### config.mk
export PLATFORM = sky130hd
export DESIGN_NAME = timed_event_queue_unit
export DESIGN_NICKNAME = d
export VERILOG_FILES = /design/src/rtl/core/tequ_pkg.sv /design/src/rtl/core/tequ_cell.sv /design/src/rtl/core/timed_event_queue_unit.sv
export VERILOG_INCLUDE_DIRS = /design/src /design/src/rtl/core
export SDC_FILE = /design/constraint.sdc
export NUM_CORES = 2
export LEC_CHECK = 0
export CAP_MARGIN = 20
export CORE_ASPECT_RATIO = 0.9
export CORE_MARGIN = 2
export CORE_UTILIZATION = 24
export DETAILED_ROUTE_END_ITERATION = 7
export DONT_BUFFER_PORTS = 1
export SETUP_SLACK_MARGIN = 0.4
export SLEW_MARGIN = 20
export SYNTH_ARGS = -nofsm -noshare
export SYNTH_HDL_FRONTEND = slang
export SYNTH_SLANG_ARGS = --single-unit
### constraint.sdc
create_clock -name clock -period 13.45 [get_ports clock]
set_clock_uncertainty 0.1 [all_clocks]
set_input_delay 2.69 -clock clock [delete_from_list [all_inputs] [get_ports clock]]
set_output_delay 2.69 -clock clock [all_outputs]
set_load 0.05 [all_outputs]
### src/rtl/core/timed_event_queue_unit_assert.svh
// ----------------------------------------------------------------------------
// Timed event queue assertion macros
// Implication and next-cycle checks, compiled out when SYNTH is defined.
// ----------------------------------------------------------------------------
`ifndef TIMED_EVENT_QUEUE_UNIT_ASSERT_SVH
`define TIMED_EVENT_QUEUE_UNIT_ASSERT_SVH

`ifndef SYNTH
// same-cycle implication
`define TEQU_ASSERT_IMP(label, clk, rst, ante, cons) \
   label: assert property (@(posedge clk) disable iff (rst) (ante) |-> (cons)) \
      else $error("timed event queue check failed");
// next-cycle implication
`define TEQU_ASSERT_NXT(label, clk, rst, ante, cons) \
   label: assert property (@(posedge clk) disable iff (rst) (ante) |=> (cons)) \
      else $error("timed event queue check failed");
`else
`define TEQU_ASSERT_IMP(label, clk, rst, ante, cons)
`define TEQU_ASSERT_NXT(label, clk, rst, ante, cons)
`endif

`endif

### src/rtl/core/tequ_pkg.sv
// ----------------------------------------------------------------------------
// Timed event queue package
// Shared constants, request codes and the entry and cell control types.
// ----------------------------------------------------------------------------
package tequ_pkg;

   localparam int DEPTH_DEFAULT = 16;
   // most events fired by one poll
   localparam int MAX_RESULTS   = 16;

   localparam logic CMD_SCHEDULE = 1'b0;
   localparam logic CMD_POLL     = 1'b1;

   localparam logic [1:0] RT_ACCEPTED = 2'd0;
   localparam logic [1:0] RT_DROPPED  = 2'd1;
   localparam logic [1:0] RT_FIRED    = 2'd2;
   localparam logic [1:0] RT_NONE_DUE = 2'd3;

   // one stored event
   typedef struct packed {
      logic [63:0]        due_time;
      logic               kind;
      logic signed [15:0] pos_x;
      logic signed [15:0] pos_y;
      logic [7:0]         key_code;
      logic               pressed;
   } entry_type;

   // per-cell control: shift toward head, load the push entry
   typedef struct packed {
      logic shift;
      logic load;
   } cell_ctrl_type;

endpackage

### src/rtl/core/tequ_cell.sv
// ----------------------------------------------------------------------------
// Timed event queue cell
// One slot of the event chain: holds, takes its neighbor's entry, or loads.
// ----------------------------------------------------------------------------
module tequ_cell
   import tequ_pkg::*;
(
   input  logic          clock,
   input  cell_ctrl_type ctrl,
   input  entry_type     nbr_entry,
   input  entry_type     push_entry,
   output entry_type     entry
);

   entry_type entry_ff;
   entry_type entry_in;

   // load wins over shift
   always_comb begin
      entry_in = entry_ff;
      if (ctrl.shift) begin
         entry_in = nbr_entry;
      end
      if (ctrl.load) begin
         entry_in = push_entry;
      end
   end

   always_ff @(posedge clock) begin
      entry_ff <= entry_in;
   end

   assign entry = entry_ff;

endmodule

### src/rtl/core/timed_event_queue_unit.sv
// A schedule request gives its result in the cycle after acceptance.
// A poll makes two passes over the N stored events: the first counts the due
// events at the chain head, the second fires them one per cycle unless the
// result side stalls; none due answers after the first pass, empty as a schedule does.
// Throughput: one request at a time, set by the single head compare/sequencer.
// Reset (synchronous): queue empty, sequencer idle, no result pending.
// ----------------------------------------------------------------------------
// Timed event queue unit
// Shift-register chain of event cells with a head sequencer for schedule/poll.
// ----------------------------------------------------------------------------
module timed_event_queue_unit
   import tequ_pkg::*;
#(
   parameter int DEPTH = DEPTH_DEFAULT
)
(
   input  logic               clock,
   input  logic               reset,
   input  logic               req_valid,
   output logic               req_stall,
   input  logic               req_command,
   input  logic [63:0]        req_time_req,
   input  logic               req_event_kind_in,
   input  logic signed [15:0] req_pos_x_in,
   input  logic signed [15:0] req_pos_y_in,
   input  logic [7:0]         req_key_code_in,
   input  logic               req_pressed_in,
   output logic               rsp_valid,
   input  logic               rsp_stall,
   output logic [1:0]         rsp_result_type,
   output logic               rsp_event_kind,
   output logic signed [15:0] rsp_pos_x,
   output logic signed [15:0] rsp_pos_y,
   output logic [7:0]         rsp_key_code,
   output logic               rsp_pressed,
   output logic               rsp_last,
   output logic [4:0]         rsp_pending_count
);

`include "timed_event_queue_unit_assert.svh"

   localparam int CW = $clog2(DEPTH + 1);

   localparam logic [1:0] S_IDLE  = 2'd0;
   localparam logic [1:0] S_COUNT = 2'd1;
   localparam logic [1:0] S_EMIT  = 2'd2;
   localparam logic [1:0] S_NONE  = 2'd3;

   logic [1:0]    state_ff, state_in;
   logic [CW-1:0] count_ff, count_in;
   logic [CW-1:0] scan_ff,  scan_in;
   logic [CW-1:0] due_ff,   due_in;
   logic [CW-1:0] fired_ff, fired_in;
   logic [63:0]   time_ff,  time_in;

   logic               rsp_valid_ff, rsp_valid_in;
   logic [1:0]         rsp_type_ff, rsp_type_in;
   logic               rsp_kind_ff, rsp_kind_in;
   logic signed [15:0] rsp_x_ff, rsp_x_in;
   logic signed [15:0] rsp_y_ff, rsp_y_in;
   logic [7:0]         rsp_code_ff, rsp_code_in;
   logic               rsp_pressed_ff, rsp_pressed_in;
   logic               rsp_last_ff, rsp_last_in;
   logic [CW-1:0]      rsp_count_ff, rsp_count_in;

   entry_type     cell_q [DEPTH];
   cell_ctrl_type cell_ctrl [DEPTH];
   entry_type     req_entry;
   entry_type     push_entry;
   entry_type     head;
   logic          shift;
   logic          push;
   logic [CW-1:0] wr_idx;
   logic          out_free;
   logic          req_acc;
   logic          head_due;
   logic          fire;
   logic          rsp_load;
   logic          scan_end;
   logic          sched_acc;
   logic          scanning;

   assign req_entry = '{due_time: req_time_req, kind: req_event_kind_in,
                        pos_x: req_pos_x_in, pos_y: req_pos_y_in,
                        key_code: req_key_code_in, pressed: req_pressed_in};

   assign head     = cell_q[0];
   assign head_due = head.due_time <= time_ff;
   assign out_free = !rsp_valid_ff || !rsp_stall;
   assign req_stall = (state_ff != S_IDLE) || !out_free;
   assign req_acc  = req_valid && !req_stall;
   assign scan_end = scan_ff == CW'(count_ff - 1'b1);
   assign fire     = head_due && (fired_ff < due_ff);

   // cell chain
   for (genvar i = 0; i < DEPTH; i++) begin : g_cell
      entry_type nbr;
      if (i == DEPTH - 1) begin : g_tail
         assign nbr = cell_q[i];
      end else begin : g_mid
         assign nbr = cell_q[i + 1];
      end
      assign cell_ctrl[i] = '{shift: shift, load: push && (wr_idx == CW'(i))};
      tequ_cell u_cell (
         .clock      (clock),
         .ctrl       (cell_ctrl[i]),
         .nbr_entry  (nbr),
         .push_entry (push_entry),
         .entry      (cell_q[i])
      );
   end

   // sequencer
   always_comb begin
      state_in   = state_ff;
      count_in   = count_ff;
      scan_in    = scan_ff;
      due_in     = due_ff;
      fired_in   = fired_ff;
      time_in    = time_ff;
      shift      = 1'b0;
      push       = 1'b0;
      wr_idx     = count_ff;
      push_entry = req_entry;
      rsp_load       = 1'b0;
      rsp_type_in    = RT_ACCEPTED;
      rsp_kind_in    = 1'b0;
      rsp_x_in       = '0;
      rsp_y_in       = '0;
      rsp_code_in    = '0;
      rsp_pressed_in = 1'b0;
      rsp_last_in    = 1'b1;
      rsp_count_in   = count_ff;
      case (state_ff)
         S_IDLE: begin
            if (req_acc) begin
               if (req_command == CMD_SCHEDULE) begin
                  rsp_load = 1'b1;
                  if (count_ff < DEPTH) begin
                     push         = 1'b1;
                     count_in     = CW'(count_ff + 1'b1);
                     rsp_count_in = CW'(count_ff + 1'b1);
                  end else begin
                     rsp_type_in = RT_DROPPED;
                  end
               end else begin
                  time_in = req_time_req;
                  scan_in = '0;
                  due_in  = '0;
                  fired_in = '0;
                  if (count_ff == '0) begin
                     rsp_load    = 1'b1;
                     rsp_type_in = RT_NONE_DUE;
                  end else begin
                     state_in = S_COUNT;
                  end
               end
            end
         end
         S_COUNT: begin
            // rotate head to tail, counting due events
            shift      = 1'b1;
            push       = 1'b1;
            wr_idx     = CW'(count_ff - 1'b1);
            push_entry = head;
            if (head_due && (32'(due_ff) < MAX_RESULTS)) begin
               due_in = CW'(due_ff + 1'b1);
            end
            scan_in = CW'(scan_ff + 1'b1);
            if (scan_end) begin
               scan_in  = '0;
               state_in = (due_in == '0) ? S_NONE : S_EMIT;
            end
         end
         S_EMIT: begin
            // pop head: fire it or put it back behind the survivors
            push_entry = head;
            wr_idx     = CW'(count_ff - fired_ff - 1'b1);
            if (!fire || out_free) begin
               shift   = 1'b1;
               scan_in = CW'(scan_ff + 1'b1);
               if (fire) begin
                  rsp_load       = 1'b1;
                  rsp_type_in    = RT_FIRED;
                  rsp_kind_in    = head.kind;
                  rsp_x_in       = head.pos_x;
                  rsp_y_in       = head.pos_y;
                  rsp_code_in    = head.key_code;
                  rsp_pressed_in = head.pressed;
                  rsp_last_in    = CW'(fired_ff + 1'b1) == due_ff;
                  rsp_count_in   = CW'(count_ff - due_ff);
                  fired_in       = CW'(fired_ff + 1'b1);
               end else begin
                  push = 1'b1;
               end
               if (scan_end) begin
                  count_in = CW'(count_ff - due_ff);
                  state_in = S_IDLE;
               end
            end
         end
         S_NONE: begin
            if (out_free) begin
               rsp_load    = 1'b1;
               rsp_type_in = RT_NONE_DUE;
               state_in    = S_IDLE;
            end
         end
         default: begin
            state_in = S_IDLE;
         end
      endcase
   end

   assign rsp_valid_in = rsp_load || (rsp_valid_ff && rsp_stall);

   // control registers
   always_ff @(posedge clock) begin
      if (reset) begin
         state_ff     <= S_IDLE;
         count_ff     <= '0;
         rsp_valid_ff <= 1'b0;
         scan_ff      <= '0;
         due_ff       <= '0;
         fired_ff     <= '0;
      end else begin
         state_ff     <= state_in;
         count_ff     <= count_in;
         rsp_valid_ff <= rsp_valid_in;
         scan_ff      <= scan_in;
         due_ff       <= due_in;
         fired_ff     <= fired_in;
      end
   end

   // payload registers
   always_ff @(posedge clock) begin
      time_ff <= time_in;
      if (rsp_load) begin
         rsp_type_ff    <= rsp_type_in;
         rsp_kind_ff    <= rsp_kind_in;
         rsp_x_ff       <= rsp_x_in;
         rsp_y_ff       <= rsp_y_in;
         rsp_code_ff    <= rsp_code_in;
         rsp_pressed_ff <= rsp_pressed_in;
         rsp_last_ff    <= rsp_last_in;
         rsp_count_ff   <= rsp_count_in;
      end
   end

   assign rsp_valid         = rsp_valid_ff;
   assign rsp_result_type   = rsp_type_ff;
   assign rsp_event_kind    = rsp_kind_ff;
   assign rsp_pos_x         = rsp_x_ff;
   assign rsp_pos_y         = rsp_y_ff;
   assign rsp_key_code      = rsp_code_ff;
   assign rsp_pressed       = rsp_pressed_ff;
   assign rsp_last          = rsp_last_ff;
   assign rsp_pending_count = 5'(rsp_count_ff);

   // checks
   assign sched_acc = req_acc && (req_command == CMD_SCHEDULE);
   assign scanning  = (state_ff == S_COUNT) || (state_ff == S_EMIT);

   `TEQU_ASSERT_IMP(a_count_bound, clock, reset, 1'b1, count_ff <= DEPTH)
   `TEQU_ASSERT_NXT(a_sched_result, clock, reset, sched_acc, rsp_valid_ff && rsp_last_ff)
   `TEQU_ASSERT_IMP(a_fire_bound, clock, reset, state_ff == S_EMIT, fired_ff <= due_ff)
   `TEQU_ASSERT_IMP(a_scan_bound, clock, reset, scanning, scan_ff < count_ff)

endmodule
==> flow_summary_export.csv <==
group,metric,value,unit
grt,grt-ovfl-total,0,
clock_tree,clk_latency,870,ps
floorplan,die_area,0.338,mm²
min_path,hp-class,"register to register",
sta,timing.slew.headroom,25.5,%
min_path,hold_start,"g_cell[12].u_cell.entry[53]",
yosys,syn_area,0.0799,mm²
clock_tree,cts_resized,0,
grt,grt_max_degree,107,
placed_design,routabilityCongestion,0.776,
yosys,synth_edf_count,1810,
yosys,synthesis.area_per_instance,17.9,µm²
yosys,synth_top_family_by_area,"multiplexers",
sta,layout_min_cycle_time,7590,ps
critical_path,r2r_cells,11,
yosys,synth-simple-area-share,1.86,%
placed_design,port_buffers,0,
sta,slew_viol_final,0,
floorplan,core_area,0.332,mm²
power,irDropWorstVdd,0.129,mV
floorplan,rows,201,
grt,grt_pass1_wl,267,mm
critical_path,startpoint_type,"primary input",
critical_path,r2r_slack,6060,ps
grt,grt_pass1_vias,40700,
power,switching_power,3740,µW
placed_design,dp_hpwl,106,mm
power,clock_power_share,35.9,%
yosys,seq_area_frac_synth,68.6,%
yosys,ys_types,77,
power,comb_power_share,13.5,%
yosys,yosysTopAreaCell,"edfxtp_1",
cells_and_area,area_growth,13.4,%
critical_path,critPathRequiredTime,13760,ps
cells_and_area,drive_gt1_share,42.7,%
drt,ant_nets,0,
sta,worst_pin_slew,1120,ps
yosys,synth_ff_type,"edfxtp_1",
yosys,synth-compound-area-share,1.41,%
grt,gr-usage-all-layers,10.2,%
critical_path,path_class,"primary input to register",
floorplan,floorplan.initialDensity,24.1,%
critical_path,crit_path_end_kind,"register",
min_path,min_to,"g_cell[11].u_cell.entry[53]",
power,p_leak,0.0283,µW
cells_and_area,fillers,33000,
sta,setup_tns,0,ps
yosys,synth_fa_ha_area_share,1.43,%
power,p_per_area,156,mW/mm²
min_path,holdPathStages,1,
critical_path,path_cells,"nand2_1, and3_1, nand2_1, a21oi_1, and3_1, nand3_4, o21ai_4, buf_4, buf_4",
clock_tree,ctsHoldBuffers,0,
clock_tree,cts_inserted_buffers,186,
critical_path,r2r_start,"g_cell[0].u_cell.entry[88]",
yosys,synth-xor-area-share,0.219,%
critical_path,r2r_end,"g_cell[11].u_cell.entry[34]",
critical_path,arrival,7900,ps
yosys,synth_nets,4671,
grt,antenna_found_initial,24,
drt,finalWirelength,177,mm
floorplan,die_h,552,µm
sta,fmax,132,MHz
clock_tree,cts_max_path_buffers,4,
critical_path,path_max_fanout,49,
yosys,synthArstFlopShare,0,%
yosys,synthTopCellsByArea,"edfxtp_1, mux2_2, mux2_1",
clock_tree,path_clk_slew,60,ps
cells_and_area,utilization,27.3,%
yosys,synth_mux_area_share,24.0,%
yosys,synth_cells,4470,
drt,remaining_drc_errors,0,
yosys,synth_top_cell_area_share,68.0,%
cells_and_area,layout.nets,4619,
drt,via_count,38800,
clock_tree,post_cts_buffers,0,
sta,min_period_over_period,56.4,%
clock_tree,htreeDepth,4,
yosys,ys_warn_count,0,
clock_tree,root_buffer,"clkbuf_16",
drt,drt-initial-drc-count,2883,
drt,via_per_inst,4.29,
floorplan,io_pins,163,
floorplan,die_x,612,µm
critical_path,slowest_stage,"nand3_4",
sta,rsz0062_at_grt,"false",
critical_path,crit_path_max_incr_delay,830,ps
power,seq_power_share,50.6,%
power,p_int,10400,µW
drt,dr.pass1.iters,8,
clock_tree,cts_tree,"yes",
run_status,status,"completed",
drt,wl_per_cell,19.5,µm
sta,hold_viol_final,0,
power,swShare,26.4,%
sta,finalSetupViolCount,0,
clock_tree,cts.sinks,1833,
yosys,ys_ff_latch,1833,
job,maxCapViolCount,0,
cells in the mapped netlist, types with 4 or more instances:
library cell	instances
a21o_1	10
a211oi_1	7
nor2_4	4
nor2b_1	7
o21ai_0	33
nand4_1	19
dfxtp_1	23
ha_1	88
buf_2	69
o2111ai_1	5
nor4_1	7
nand2b_1	5
or4_1	4
o22ai_1	6
and3_1	5
o21bai_1	6
buf_4	52
nor3_1	10
buf_1	10
a31oi_1	5
o211ai_1	4
or3_1	7
nand3_1	26
xor2_1	4
clkbuf_1	151
xnor2_1	16
buf_6	32
inv_1	93
a21oi_1	57
edfxtp_1	1810
mux2_1	129
and2_1	46
nor2_1	32
nand2_1	43
or2_2	4
mux2_2	1569
worst max-delay path by stage:
stage | start | to | slack, ps | cells after the start
2_1_floorplan | rsp_stall | g_cell[9].u_cell.entry[0] | 1800 | 6
6_report | rsp_stall | g_cell[11].u_cell.entry[34] | 5860 | 9
3_5_place_dp | rsp_stall | g_cell[11].u_cell.entry[24] | 5130 | 9
4_1_cts | g_cell[0].u_cell.entry[88] | g_cell[11].u_cell.entry[38] | 5860 | 11
5_1_grt | rsp_stall | g_cell[11].u_cell.entry[24] | 5500 | 9
3_3_place_gp | rsp_stall | g_cell[11].u_cell.entry[18] | 5310 | 9
registers in the layout, summed over array words and instances, names as in the netlist, 2 cells and up:
name	flops
g_cell.u_cell.entry	1696
time_ff	64
rsp_pos_x	16
rsp_pos_y	16
rsp_key_code	8
count_ff	5
due_ff	5
fired_ff	5
rsp_pending_count	5
scan_ff	5
rsp_result_type	2
state_ff	2
cells in the final DEF, fill, tap and decap left out, types with 26 or more instances in the layout:
| cell type | count |
|---|---|
| clkbuf_1 | 39 |
| clkbuf_16 | 187 |
| edfxtp_1 | 1810 |
| a21oi_1 | 55 |
| inv_1 | 92 |
| nand2_1 | 43 |
| clkinv_1 | 40 |
| buf_4 | 66 |
| mux2_2 | 1569 |
| mux2_1 | 129 |
| and2_1 | 46 |
| clkinv_2 | 31 |
| nand3_1 | 26 |
| o21ai_0 | 27 |
| nor2_1 | 31 |
| ha_1 | 87 |
power by group through the flow:
stage          sequential, µW  clock, µW  combinational [µW]
4_1_cts                  7160       5220                1950
6_report                 7160       5070                1910
2_1_floorplan            7310          0                1350
3_5_place_dp             7280          0                1930
3_3_place_gp             7280          0                1890
5_1_grt                  7200       5420                2100
routing by layer:
metal,up-vias,wire length (µm),GRT usage (%)
met5,-,27,0
met4,4,3140,2.18
met3,248,8440,1.70
met2,909,87700,17.9
met1,20400,77400,13.2
li1,17300,-,-
critical path: cells and delay by family:
family / cells / cell delay, ps
buffers and inverters: 2 / 1430
and+or+nand+nor: 5 / 2550
AOI/OAI and AO/OA: 2 / 1140
logic make-up (layout without fill, tap and decap cells):
| logic type | count (synthesis) | count (layout) |
|---|---|---|
| compound gates | 172 | 172 |
| flops | 1833 | 1833 |
| simple gates | 246 | 246 |
| xor+xnor | 20 | 20 |
| fa+ha+maj | 90 | 90 |
| mux | 1701 | 1701 |
| buf+inv | 408 | 498 |
| other cells | 0 | 16 |
per-stage QoR:
stage | std cells | cell area, µm² | total power [µW] | setup WS, ps | hold slack, ps
after floorplan | 4470 | 79900 | 8660 | 1800 | 387
after global placement | 8693 | 84700 | 9160 | 5310 | 395
after detailed placement | 8694 | 84700 | 9210 | 5130 | 411
after CTS | 9024 | 90600 | 14300 | 5860 | 366
after global routing | 9028 | 90600 | 14700 | 5500 | 394
final | 9042 | 90700 | 14100 | 5860 | 376
cell type report:
| cell class | instances | area, µm² | area share, % |
|---|---|---|---|
| clock buffer | 226 | 4830 | 5.32 |
| inverter | 94 | 355 | 0.392 |
| tap | 4466 | 5590 | 6.16 |
| antenna | 16 | 40.0 | 0.0442 |
| clock inverter | 104 | 1020 | 1.12 |
| sequential | 1833 | 54800 | 60.5 |
| timing repair buffer | 74 | 653 | 0.720 |
| multi-input combinational | 2229 | 23400 | 25.8 |
Power figures use the tool's default switching activity.
